[config.mk]
export PLATFORM = sky130hd
export DESIGN_NAME = dcc_bit_packet_receiver_core_flat
export DESIGN_NICKNAME = d
export VERILOG_FILES = /design/src/sv/dccrx_pkg.sv /design/src/sv/dccrx_in_if.sv /design/src/sv/dccrx_cfg_if.sv /design/src/sv/dccrx_out_if.sv /design/src/sv/dccrx_bit_rx.sv /design/src/sv/dccrx_run_buf.sv /design/src/sv/dcc_bit_packet_receiver_core.sv /design/src/flat_wrapper.sv
export SDC_FILE = /design/constraint.sdc
export NUM_CORES = 1
export LEC_CHECK = 0
export BUFFER_PORTS_ARGS = -buffer_cell sky130_fd_sc_hd__buf_4
export CORE_MARGIN = 2
export CORE_UTILIZATION = 31
export CTS_BUF_LIST = sky130_fd_sc_hd__clkbuf_8
export DETAILED_ROUTE_END_ITERATION = 8
export GPL_TIMING_DRIVEN = 0
export HOLD_SLACK_MARGIN = 0.05
export PLACE_DENSITY_LB_ADDON = 0.12
export SKIP_LAST_GASP = 1
export SLEW_MARGIN = 0
export SYNTH_ARGS = -nofsm -noshare
export SYNTH_HDL_FRONTEND = slang
export SYNTH_SLANG_ARGS = --single-unit
[constraint.sdc]
create_clock -name clk -period 4.79 [get_ports clk]
set_input_delay 0.958 -clock clk [delete_from_list [all_inputs] [get_ports clk]]
set_output_delay 0.958 -clock clk [all_outputs]
set_load 0.05 [all_outputs]
[src/sv/dccrx_pkg.sv]
`timescale 1ns / 1ps
`default_nettype none
// ----------------------------------------------------------------------------
// DCC packet receiver package
// Shared sizes, reset values and the structure that hands a finished packet
// from the bit receiver to the output run buffer.
// ----------------------------------------------------------------------------
package dccrx_pkg;

	// Largest packet, checksum byte included, that the receiver stores.
	localparam int MAX_BYTES = 6;

	// Width of a byte count that can hold MAX_BYTES itself.
	localparam int CNT_W = $clog2(MAX_BYTES + 1);

	// Width of an index into the packet store.
	localparam int IDX_W = (MAX_BYTES > 1) ? $clog2(MAX_BYTES) : 1;

	// Width of the byte index and byte count fields on the output port.
	localparam int FLD_W = 3;

	localparam int THR_W = 5;
	localparam logic [THR_W-1:0] THRESH_RESET = 5'd10;

	typedef logic [7:0] octet_t;

	typedef logic [MAX_BYTES-1:0][7:0] pkt_bytes_t;

	// One complete packet, handed over on the end bit.
	typedef struct packed {
		logic             emit;
		pkt_bytes_t       bytes;
		logic [CNT_W-1:0] count;
		logic             xor_ok;
		octet_t           preamble;
	} run_load_t;

endpackage
`default_nettype wire

[src/sv/dccrx_in_if.sv]
`timescale 1ns / 1ps
`default_nettype none
// ----------------------------------------------------------------------------
// DCC line sample channel
// Carries one sampled line level per word.
// ----------------------------------------------------------------------------
interface dccrx_in_if;
	logic valid;
	logic ready;
	logic line_level;

	modport source (output valid, output line_level, input ready);
	modport sink (input valid, input line_level, output ready);
endinterface
`default_nettype wire

[src/sv/dccrx_cfg_if.sv]
`timescale 1ns / 1ps
`default_nettype none
// ----------------------------------------------------------------------------
// Configuration write channel
// Carries the preamble threshold register write data.
// ----------------------------------------------------------------------------
interface dccrx_cfg_if;
	logic       valid;
	logic       ready;
	logic [4:0] data;

	modport source (output valid, output data, input ready);
	modport sink (input valid, input data, output ready);
endinterface
`default_nettype wire

[src/sv/dccrx_out_if.sv]
`timescale 1ns / 1ps
`default_nettype none
// ----------------------------------------------------------------------------
// Packet byte channel
// Carries one received packet byte and its packet information per word.
// ----------------------------------------------------------------------------
interface dccrx_out_if;
	logic       valid;
	logic       ready;
	logic [7:0] packet_byte;
	logic [2:0] byte_index;
	logic [2:0] byte_count;
	logic       last_byte;
	logic       checksum_ok;
	logic [7:0] preamble_length;

	modport source (output valid, output packet_byte, output byte_index,
		output byte_count, output last_byte, output checksum_ok,
		output preamble_length, input ready);
	modport sink (input valid, input packet_byte, input byte_index,
		input byte_count, input last_byte, input checksum_ok,
		input preamble_length, output ready);
endinterface
`default_nettype wire

[src/sv/dccrx_bit_rx.sv]
`timescale 1ns / 1ps
`default_nettype none
// ----------------------------------------------------------------------------
// DCC bit receiver
// Preamble hunt, start bit, byte assembly and packet store. Hands a finished
// packet to the run buffer on the end bit.
// ----------------------------------------------------------------------------
module dccrx_bit_rx import dccrx_pkg::*; (
	input  wire logic             clk,
	input  wire logic             arst_n,
	input  wire logic             in_valid,
	input  wire logic             line_level,
	output      logic             in_ready,
	input  wire logic             cfg_valid,
	input  wire logic [THR_W-1:0] cfg_data,
	input  wire logic             run_busy,
	output      run_load_t        load
);

	localparam logic [1:0] PH_PRE   = 2'd0;
	localparam logic [1:0] PH_START = 2'd1;
	localparam logic [1:0] PH_DATA  = 2'd2;
	localparam logic [1:0] PH_END   = 2'd3;

	localparam octet_t BITS_PER_BYTE = 8'd8;

	logic [1:0]       phase_q, phase_d;
	octet_t           cnt_q, cnt_d, cnt_inc;
	octet_t           shift_q, shift_d, shift_nx;
	logic [CNT_W-1:0] stored_q, stored_d;
	octet_t           pre_q, pre_d;
	octet_t           xor_q, xor_d;
	logic [THR_W-1:0] thr_q;
	pkt_bytes_t       store_q;
	logic             one, acc, wr_en, emit;

	assign one      = ~line_level;
	assign in_ready = !(run_busy && (phase_q == PH_END));
	assign acc      = in_valid && in_ready;
	assign cnt_inc  = (cnt_q == 8'hFF) ? cnt_q : cnt_q + 8'd1;
	assign shift_nx = {shift_q[6:0], one};

	always_comb begin
		phase_d  = phase_q;
		cnt_d    = cnt_q;
		shift_d  = shift_q;
		stored_d = stored_q;
		pre_d    = pre_q;
		xor_d    = xor_q;
		wr_en    = 1'b0;
		emit     = 1'b0;
		case (phase_q)
			PH_PRE: begin
				if (one) begin
					cnt_d = cnt_inc;
					if (cnt_inc > {3'b000, thr_q}) begin
						phase_d = PH_START;
					end
				end else begin
					cnt_d = '0;
				end
			end
			PH_START: begin
				if (one) begin
					cnt_d = cnt_inc;
				end else begin
					pre_d    = cnt_q;
					stored_d = '0;
					xor_d    = '0;
					cnt_d    = '0;
					shift_d  = '0;
					phase_d  = PH_DATA;
				end
			end
			PH_DATA: begin
				shift_d = shift_nx;
				cnt_d   = cnt_q + 8'd1;
				if (cnt_d >= BITS_PER_BYTE) begin
					if (stored_q >= CNT_W'(MAX_BYTES)) begin
						// Packet too long for the store: drop it.
						phase_d = PH_PRE;
						cnt_d   = '0;
						shift_d = '0;
					end else begin
						wr_en    = 1'b1;
						xor_d    = xor_q ^ shift_nx;
						stored_d = stored_q + CNT_W'(1);
						phase_d  = PH_END;
					end
				end
			end
			PH_END: begin
				if (one) begin
					emit    = 1'b1;
					phase_d = PH_PRE;
				end else begin
					phase_d = PH_DATA;
				end
				cnt_d   = '0;
				shift_d = '0;
			end
			default: begin
				phase_d = PH_PRE;
			end
		endcase
	end

	always_ff @(posedge clk or negedge arst_n) begin
		if (!arst_n) begin
			phase_q  <= PH_PRE;
			cnt_q    <= '0;
			shift_q  <= '0;
			stored_q <= '0;
			pre_q    <= '0;
			xor_q    <= '0;
			thr_q    <= THRESH_RESET;
		end else begin
			if (acc) begin
				phase_q  <= phase_d;
				cnt_q    <= cnt_d;
				shift_q  <= shift_d;
				stored_q <= stored_d;
				pre_q    <= pre_d;
				xor_q    <= xor_d;
			end
			if (cfg_valid) begin
				thr_q <= cfg_data;
			end
		end
	end

	// Packet store: entries are always written before they are read out.
	always_ff @(posedge clk) begin
		if (acc && wr_en) begin
			store_q[stored_q[IDX_W-1:0]] <= shift_nx;
		end
	end

	always_comb begin
		load.emit     = acc && emit;
		load.bytes    = store_q;
		load.count    = stored_q;
		load.xor_ok   = (xor_q == 8'h00);
		load.preamble = pre_q;
	end

endmodule
`default_nettype wire

[src/sv/dccrx_run_buf.sv]
`timescale 1ns / 1ps
`default_nettype none
// ----------------------------------------------------------------------------
// DCC packet run buffer
// Holds a copy of a finished packet and plays it out one byte per word.
// ----------------------------------------------------------------------------
module dccrx_run_buf import dccrx_pkg::*; (
	input  wire logic             clk,
	input  wire logic             arst_n,
	input  wire run_load_t        load,
	input  wire logic             out_ready,
	output      logic             out_valid,
	output      logic [7:0]       packet_byte,
	output      logic [FLD_W-1:0] byte_index,
	output      logic [FLD_W-1:0] byte_count,
	output      logic             last_byte,
	output      logic             checksum_ok,
	output      logic [7:0]       preamble_length,
	output      logic             busy
);

	logic             busy_q;
	pkt_bytes_t       bytes_q;
	logic [CNT_W-1:0] left_q, idx_q, count_q;
	logic             ok_q;
	octet_t           pre_q;
	logic             take;

	assign take = busy_q && out_ready;

	always_ff @(posedge clk or negedge arst_n) begin
		if (!arst_n) begin
			busy_q <= 1'b0;
		end else if (load.emit) begin
			busy_q <= 1'b1;
		end else if (take && (left_q == CNT_W'(1))) begin
			busy_q <= 1'b0;
		end
	end

	always_ff @(posedge clk) begin
		if (load.emit) begin
			bytes_q <= load.bytes;
			left_q  <= load.count;
			idx_q   <= '0;
			count_q <= load.count;
			ok_q    <= load.xor_ok;
			pre_q   <= load.preamble;
		end else if (take) begin
			bytes_q <= bytes_q >> 8;
			left_q  <= left_q - CNT_W'(1);
			idx_q   <= idx_q + CNT_W'(1);
		end
	end

	assign busy            = busy_q;
	assign out_valid       = busy_q;
	assign packet_byte     = bytes_q[0];
	assign byte_index      = FLD_W'(idx_q);
	assign byte_count      = FLD_W'(count_q);
	assign last_byte       = (left_q == CNT_W'(1));
	assign checksum_ok     = ok_q;
	assign preamble_length = pre_q;

endmodule
`default_nettype wire

[src/sv/dcc_bit_packet_receiver_core.sv]
`timescale 1ns / 1ps
`default_nettype none
// ----------------------------------------------------------------------------
// DCC bit packet receiver
// Decodes sampled DCC line levels into packets and plays each packet out as
// a run of byte words with index, count, last, preamble and checksum status.
// ----------------------------------------------------------------------------
//
//   Channel   Dir  Word contents                      Notes
//   bit_in    in   line_level                         one sampled bit per word
//   cfg       in   data[4:0] = preamble threshold     always ready
//   pkt_out   out  byte, index, count, last, ok, pre  one packet byte per word
//
// A sample is taken, one bit per cycle, when offered while bit_in.ready is
// high; its effect on the receiver state is registered at that edge. On the
// end bit the stored packet is copied into the run buffer, which presents
// one byte per cycle while pkt_out.ready is high: a packet of N bytes takes
// N output words. While a run drains, the receiver keeps taking bits; only
// an end-of-byte separator bit waits for the previous run to be taken. Reset
// (arst_n low) returns the receiver to preamble hunt, empties the run buffer
// and sets the threshold to ten. The packet store itself is not reset.
// ----------------------------------------------------------------------------
module dcc_bit_packet_receiver_core import dccrx_pkg::*; (
	input wire logic   clk,
	input wire logic   arst_n,
	dccrx_in_if.sink   bit_in,
	dccrx_cfg_if.sink  cfg,
	dccrx_out_if.source pkt_out
);

	run_load_t load;
	logic      run_busy;

	// The threshold register is a plain register, so writes are never held.
	assign cfg.ready = 1'b1;

	// The bit receiver tracks the protocol phase and assembles bytes into the
	// packet store; it raises load.emit on an accepted end bit.
	dccrx_bit_rx u_bit_rx (
		.clk        (clk),
		.arst_n     (arst_n),
		.in_valid   (bit_in.valid),
		.line_level (bit_in.line_level),
		.in_ready   (bit_in.ready),
		.cfg_valid  (cfg.valid),
		.cfg_data   (cfg.data),
		.run_busy   (run_busy),
		.load       (load)
	);

	// The run buffer is the output register: it keeps its own copy of the
	// packet so the receiver can start on the next packet at once.
	dccrx_run_buf u_run_buf (
		.clk             (clk),
		.arst_n          (arst_n),
		.load            (load),
		.out_ready       (pkt_out.ready),
		.out_valid       (pkt_out.valid),
		.packet_byte     (pkt_out.packet_byte),
		.byte_index      (pkt_out.byte_index),
		.byte_count      (pkt_out.byte_count),
		.last_byte       (pkt_out.last_byte),
		.checksum_ok     (pkt_out.checksum_ok),
		.preamble_length (pkt_out.preamble_length),
		.busy            (run_busy)
	);

endmodule
`default_nettype wire

[src/flat_wrapper.sv]
// flat-port wrapper written by rule: the top's interface ports become plain ports
module dcc_bit_packet_receiver_core_flat import dccrx_pkg::*;
  (clk, arst_n, bit_in_valid, bit_in_line_level, bit_in_ready, cfg_valid, cfg_data, cfg_ready, pkt_out_valid, pkt_out_packet_byte, pkt_out_byte_index, pkt_out_byte_count, pkt_out_last_byte, pkt_out_checksum_ok, pkt_out_preamble_length, pkt_out_ready);
  dccrx_in_if bit_in_i ();
  dccrx_cfg_if cfg_i ();
  dccrx_out_if pkt_out_i ();
  input wire logic clk;
  input wire logic arst_n;
  input wire logic [$bits(bit_in_i.valid)-1:0] bit_in_valid;
  input wire logic [$bits(bit_in_i.line_level)-1:0] bit_in_line_level;
  output wire logic [$bits(bit_in_i.ready)-1:0] bit_in_ready;
  input wire logic [$bits(cfg_i.valid)-1:0] cfg_valid;
  input wire logic [$bits(cfg_i.data)-1:0] cfg_data;
  output wire logic [$bits(cfg_i.ready)-1:0] cfg_ready;
  output wire logic [$bits(pkt_out_i.valid)-1:0] pkt_out_valid;
  output wire logic [$bits(pkt_out_i.packet_byte)-1:0] pkt_out_packet_byte;
  output wire logic [$bits(pkt_out_i.byte_index)-1:0] pkt_out_byte_index;
  output wire logic [$bits(pkt_out_i.byte_count)-1:0] pkt_out_byte_count;
  output wire logic [$bits(pkt_out_i.last_byte)-1:0] pkt_out_last_byte;
  output wire logic [$bits(pkt_out_i.checksum_ok)-1:0] pkt_out_checksum_ok;
  output wire logic [$bits(pkt_out_i.preamble_length)-1:0] pkt_out_preamble_length;
  input wire logic [$bits(pkt_out_i.ready)-1:0] pkt_out_ready;
  assign bit_in_i.valid = bit_in_valid;
  assign bit_in_i.line_level = bit_in_line_level;
  assign bit_in_ready = bit_in_i.ready;
  assign cfg_i.valid = cfg_valid;
  assign cfg_i.data = cfg_data;
  assign cfg_ready = cfg_i.ready;
  assign pkt_out_valid = pkt_out_i.valid;
  assign pkt_out_packet_byte = pkt_out_i.packet_byte;
  assign pkt_out_byte_index = pkt_out_i.byte_index;
  assign pkt_out_byte_count = pkt_out_i.byte_count;
  assign pkt_out_last_byte = pkt_out_i.last_byte;
  assign pkt_out_checksum_ok = pkt_out_i.checksum_ok;
  assign pkt_out_preamble_length = pkt_out_i.preamble_length;
  assign pkt_out_i.ready = pkt_out_ready;
  dcc_bit_packet_receiver_core u_core (.clk(clk), .arst_n(arst_n), .bit_in(bit_in_i), .cfg(cfg_i), .pkt_out(pkt_out_i));
endmodule
# Yosys cells after proc, flatten, opt, wreduce, memory -nomap -nowiden
# Index checks and enable logic that the tools add are counted.
dict set report op_classes {
  n_eq_ne 10
  n_addsub 4
  n_mux 37
  bitwise_logic 2
  reduce_logical 19
  magnitude_cmp 5
}
# op n
set op_table {}
lappend op_table {{48-bit two-way mux} 2}
lappend op_table {{8-bit two-way mux} 8}
lappend op_table {{48-bit bitwise mux} 1}
lappend op_table {{8-bit demux with 3-bit select} 1}
lappend op_table {{8-bit case mux with 3 select lines} 1}
lappend op_table {{7-bit case mux with 3 select lines} 1}
lappend op_table {{8-bit case mux with 2 select lines} 1}
lappend op_table {{3-bit two-way mux} 5}
lappend op_table {{7-bit two-way mux} 2}
lappend op_table {{2-bit two-way mux} 6}
lappend op_table {{2-bit inequality test, second input constant} 5}
lappend op_table {{5-bit AND reduction} 2}
lappend op_table {{8-bit by 1-bit adder with 8-bit output, second input constant} 1}
lappend op_table {{8-bit == test, second input constant} 1}
lappend op_table {{8-bit by 4-bit >= comparator with 1-bit output, second input constant} 1}
lappend op_table {{8-bit by 5-bit > comparator with 1-bit output} 1}
lappend op_table {{8-bit logical NOT} 1}
lappend op_table {{2-bit case mux with 4 select lines} 1}
lappend op_table {{8-bit XOR} 1}
lappend op_table {{1-bit logical AND} 7}
lappend op_table {{1-bit two-way mux} 7}
lappend op_table {{3-bit by 1-bit adder with 3-bit output, second input constant} 2}
lappend op_table {{3-bit case mux with 2 select lines} 1}
lappend op_table {{3-bit AND reduction} 2}
lappend op_table {{other kinds (13)} 16}
dict set report word_totals {
  reg_bits 156
  output_inout_bits 27
  input_bits 11
}

# Longest topological paths before layout
dict set report depth {
  depth_word 6
  depth_mapped 13
}

# Hierarchy
# A second synthesis with hierarchy kept.
dict set report unflattened {
  cells_unflattened 445
  area_unflattened_um2 6562.5
}
# module area_per_inst_um2 cells_per_inst n_inst
set modules_own_cells {}
lappend modules_own_cells {dccrx_bit_rx 3786.1 288 1}
lappend modules_own_cells {dccrx_run_buf 2765.2 155 1}
lappend modules_own_cells {dcc_bit_packet_receiver_core 11.3 2 1}

# Worst setup path after synthesis
# Ideal clock, no wire load.
dict set report synth_path {
  path_kind {reg-to-reg}
  from {register u_core.u_run_buf.busy_q (netlist: u_core.u_run_buf.busy)}
  to {register u_core.u_run_buf.bytes_q[10] (netlist name) (enable)}
  period_less_slack_ns 3.865
  path_buffers 3
  t_arrival_ns 3.259
  required_time_ns 4.184
  stages_incl_launch_ff 8
  setup_time_ns 0.606
  setup_slack_ns 0.925
  cell_sequence {dfrtp_1 > nand3_1 > nand2_1 > or3_1 > clkbuf_1 > clkbuf_1 > clkbuf_1 > nand2_1}
}
dict set report synth_between {
  elab_chain_cells 5
}
# element line_no
set synth_rtl {}
lappend synth_rtl {{start: declaration} dccrx_run_buf.sv:22} ;# logic busy_q;
lappend synth_rtl {{start signal: assignment} dccrx_run_buf.sv:33} ;# busy_q <= 1'b0;
lappend synth_rtl {{start signal: assignment} dccrx_run_buf.sv:35} ;# busy_q <= 1'b1;
lappend synth_rtl {{start signal: assignment} dccrx_run_buf.sv:37} ;# busy_q <= 1'b0;
lappend synth_rtl {{1-bit logical AND} dccrx_bit_rx.sv:38} ;# assign in_ready = !(run_busy && (phase_q == PH_END));
lappend synth_rtl {{1-bit logical NOT} dccrx_bit_rx.sv:38}
lappend synth_rtl {{via bit_in_ready} flat_wrapper.sv:11} ;# output wire logic [$bits(bit_in_i.ready)-1:0] bit_in_ready;
lappend synth_rtl {{1-bit logical AND} dccrx_bit_rx.sv:39} ;# assign acc = in_valid && in_ready;
lappend synth_rtl {{1-bit logical AND} dccrx_bit_rx.sv:140} ;# load.emit = acc && emit;
lappend synth_rtl {{2-bit nonzero test (no source line)} --}
lappend synth_rtl {{end signal: assignment} dccrx_run_buf.sv:43} ;# bytes_q <= load.bytes;
lappend synth_rtl {{end signal: assignment} dccrx_run_buf.sv:50} ;# bytes_q <= bytes_q >> 8;
lappend synth_rtl {{end: declaration} dccrx_run_buf.sv:23} ;# pkt_bytes_t bytes_q;
# The timed path passes the listed nets, and every way through them passes these cells.
# A chain may end at the register's enable or synchronous reset.

# Final worst setup path
dict set report layout_path {
  from {register u_core.u_bit_rx.phase_q[1]}
  to {register u_core.u_run_buf.bytes_q[29] (netlist name) (enable)}
}
dict set report layout_between {
  elab_chain_cells 6
}
# element line_no
set layout_rtl {}
lappend layout_rtl {{start: declaration} dccrx_bit_rx.sv:27} ;# logic [1:0] phase_q, phase_d;
lappend layout_rtl {{start signal: assignment} dccrx_bit_rx.sv:119} ;# phase_q <= phase_d;
lappend layout_rtl {{2-bit == test *} {dccrx_bit_rx.sv:38, dccrx_bit_rx.sv:52}}
lappend layout_rtl {{1-bit logical AND} dccrx_bit_rx.sv:38}
lappend layout_rtl {{1-bit logical NOT} dccrx_bit_rx.sv:38}
lappend layout_rtl {{1-bit logical AND} dccrx_bit_rx.sv:39}
lappend layout_rtl {{1-bit logical AND *} dccrx_bit_rx.sv:140}
lappend layout_rtl {{2-bit nonzero test (no source line) *} --}
# Mark *: on every way between the ends. The rest lies on a longest branch, timed or not.

==> flow_summary.json <==
{
  "syn_area_per_cell_um2": 11.7,
  "p_int_mw": 2.71,
  "setup_viol": 0,
  "max_freq_ghz": 0.284,
  "drt_wl_total_mm": 14.0,
  "nNetsFinal": 631,
  "syn-cell-area_mm2": 0.00647,
  "maxCapViolations": 0,
  "synthTopCellsByCount": "nand2_1 (183), edfxtp_1 (111), dfrtp_1 (40), clkbuf_1 (24), nor2_1 (17)",
  "power_frac_seq_pct": 49.4,
  "rows": 52,
  "num_io_pins": 38,
  "ctsResizeCount": 0,
  "track_usage_pct": 13.6,
  "tightest_slew_ps": 1260,
  "synth_area_leaders": "edfxtp_1 (51%), dfrtp_1 (15%), nand2_1 (11%), ha_1 (2.1%), clkbuf_1 (1.4%)",
  "place_ws_ps": 678,
  "cts_setup_buffers": 0,
  "clockBufferDepth": 2,
  "drive_gt1_share_pct": 14.8,
  "dp.cells": 860,
  "postCtsHoldBufs": 0,
  "synth_most_common_cell": "nand2_1",
  "worstReg2RegStart": "u_core.u_bit_rx.phase_q[1]",
  "worstPathCellList": "buf_2 > nand3_1 > nand2_1 > or3_1 > clkbuf_1 > clkbuf_1 > clkbuf_1 > nand2_2 > buf_12",
  "fin_crit_sh_pct": 73.6,
  "initial_utilization_pct": 31.8,
  "total_power_mw": 4.13,
  "yosysSeqAreaShare_pct": 68.7,
  "p_clk_share_pct": 24.8,
  "htreeDepth": 4,
  "holdCritStartpoint": "u_core.u_bit_rx.pre_q[1]",
  "clock-sinks": 156,
  "portBuffers": 34,
  "drcViolationCount": 0,
  "clk_latency_ps": 460,
  "drtPass1Iterations": 4,
  "ir_drop_v": 0.000258,
  "worstSetupStartpointType": "register",
  "core_area_mm2": 0.0204,
  "p_leak_nw": 3.02,
  "path_class": "reg -> reg",
  "slowest_delay_ps": 600,
  "dr.first_iter.drc_count": 234,
  "ys.warnings.count": 0,
  "vias": 4140,
  "netlist-cell-type-count": 48,
  "synth_top_area_cell": "edfxtp_1",
  "tns_ps": 0,
  "hold_path_class": "reg -> reg",
  "slowest_stage": "nand2_2",
  "status": "finished clean",
  "swShare_pct": 34.5,
  "finalWorstSetupSlack_ps": 1260,
  "cts_tree": "done",
  "cp-startpoint": "u_core.u_bit_rx.phase_q[1]",
  "gp_congestion": 0.800,
  "area_growth_pct": 16.6,
  "combPwrFrac_pct": 25.9,
  "endpoint_kind": "register",
  "finalNonFillerCells": 891,
  "crit_required_ps": 4990,
  "routedWlPerCell_um": 15.7,
  "finClkSkew_ps": 17.9,
  "cp_max_fo": 28,
  "syn_inst": 551,
  "synth_nets": 573,
  "synth-edff-count": 111,
  "hold_viol": 0,
  "switchingPower_mw": 1.42,
  "routed_via_density": 4.65,
  "fin_util_pct": 37.1,
  "maxSlewViolCount": 0,
  "cts.reportedPaths.clkPinSlew_ps": 80,
  "antenna_left": 0,
  "antenna_found_initial": 0,
  "ys_ff_latch": 156,
  "synth_ff_type": "edfxtp_1",
  "grt_first_pass_wirelength_mm": 22.7,
  "slew_headroom_pct": 15.3,
  "diodes": 0,
  "cp_common_cell": "clkbuf_1",
  "dieArea_mm2": 0.0221,
  "layout_min_cycle_time_ps": 3530,
  "grt_pass1_vias": 4137,
  "ys_async_sr_fraction_pct": 26.9,
  "hpwl_mm": 9.24,
  "grt_overflow_total": 0,
  "die_w_um": 149,
  "fp.dieH_um": 149,
  "grt_max_degree": 43,
  "critPathArrivalTime_ps": 3730,
  "synth_top_area_share_pct": 51.5,
  "cts_root_buf": "clkbuf_8",
  "p_per_area_mw_per_mm2": 547,
  "cts_buffers": 17,
  "rsz0062_at_grt": "false"
}
[layout by cell type, fill, tap and decap left out, types with 10 or more instances in the layout]
master / instances
buf_4: 48
edfxtp_1: 111
and2_1: 10
ha_1: 11
nor2_1: 17
o21ai_0: 16
nand2_1: 182
clkbuf_8: 17
clkbuf_1: 24
dfrtp_1: 40
inv_1: 13
[metrics by stage]
| step | hold slack, ps | cell area, um2 |
|---|---|---|
| 6_report | 456 | 7550 |
| 2_1_floorplan | 423 | 6470 |
| 4_1_cts | 455 | 7550 |
| 3_3_place_gp | 435 | 7070 |
| 5_1_grt | 461 | 7550 |
| 3_5_place_dp | 434 | 7140 |
[logic make-up after synthesis]
kind of cell	synth area share, %
flops	68.7
other cells	0.0579
mux	0.792
xor+xnor	0.812
buf+inv	3.67
fa+ha+maj	2.13
compound gates	6.67
simple gates	17.2
[layer usage]
| metal | up-vias | wire length, um | track usage, % |
|---|---|---|---|
| met4 | 0 | 110 | 3.43 |
| li1 | 2028 | - | - |
| met1 | 2047 | 6860 | 19.0 |
| met2 | 59 | 6540 | 21.2 |
| met3 | 6 | 470 | 3.56 |
| met5 | - | 0 | 0 |
[worst max-delay path: cells and delay by family (launching register included)]
kind | cells | cell delay, ps
buffers and inverters | 5 | 1760
and+or+nand+nor | 4 | 1170
DFF | 1 | 320
[power groups by stage]
stage          Clock (mW)  Sequential (mW)  Combinational, mW
2_1_floorplan           0             2.05              0.703
3_3_place_gp            0             2.08               1.04
3_5_place_dp            0             2.08               1.08
4_1_cts              1.05             2.05               1.09
5_1_grt              1.11             2.08               1.21
6_report             1.02             2.04               1.07
[worst paths after layout]
path | endpoint | slack [ps] | cells after the start
max in group asynchronous | u_core.u_bit_rx.xor_q[0] | 3910 | 1
min in group asynchronous | u_core.u_bit_rx.pre_q[1] | 490 | 1
worst min register to register | u_core.u_run_buf.preamble_length[1] | 460 | 0
worst min-delay path | u_core.u_run_buf.preamble_length[1] | 460 | 0
worst max-delay path | u_core.u_run_buf.bytes_q[29] | 1260 | 9
worst max register to register | u_core.u_run_buf.bytes_q[29] | 1260 | 9
[sequential cells by signal, indices dropped and copies added, names as in the netlist]
signal,cells
u_core.u_run_buf.busy,1
u_core.u_run_buf.preamble_length,8
u_core.u_bit_rx.shift_q,7
u_core.u_bit_rx.cnt_q,8
u_core.u_run_buf.checksum_ok,1
u_core.u_bit_rx.load,48
u_core.u_run_buf.left_q,3
u_core.u_run_buf.byte_count,3
u_core.u_bit_rx.xor_q,8
u_core.u_bit_rx.pre_q,8
u_core.u_bit_rx.thr_q,5
u_core.u_run_buf.byte_index,3
u_core.u_run_buf.packet_byte,8
u_core.u_run_buf.bytes_q,40
u_core.u_bit_rx.phase_q,2
u_core.u_bit_rx.stored_q,3
[layout make-up]
| type | count | area [um2] |
|---|---|---|
| Clock inverter | 14 | 170 |
| Multi-Input combinational cell | 343 | 1820 |
| Clock buffer | 17 | 234 |
| Inverter | 13 | 48.8 |
| Tap cell | 270 | 338 |
| Sequential cell | 156 | 4450 |
| Timing Repair Buffer | 39 | 305 |
| Fill cell | 2018 | 12800 |
| Buffer | 39 | 189 |
No activity file was read; power rests on OpenSTA's default activity.
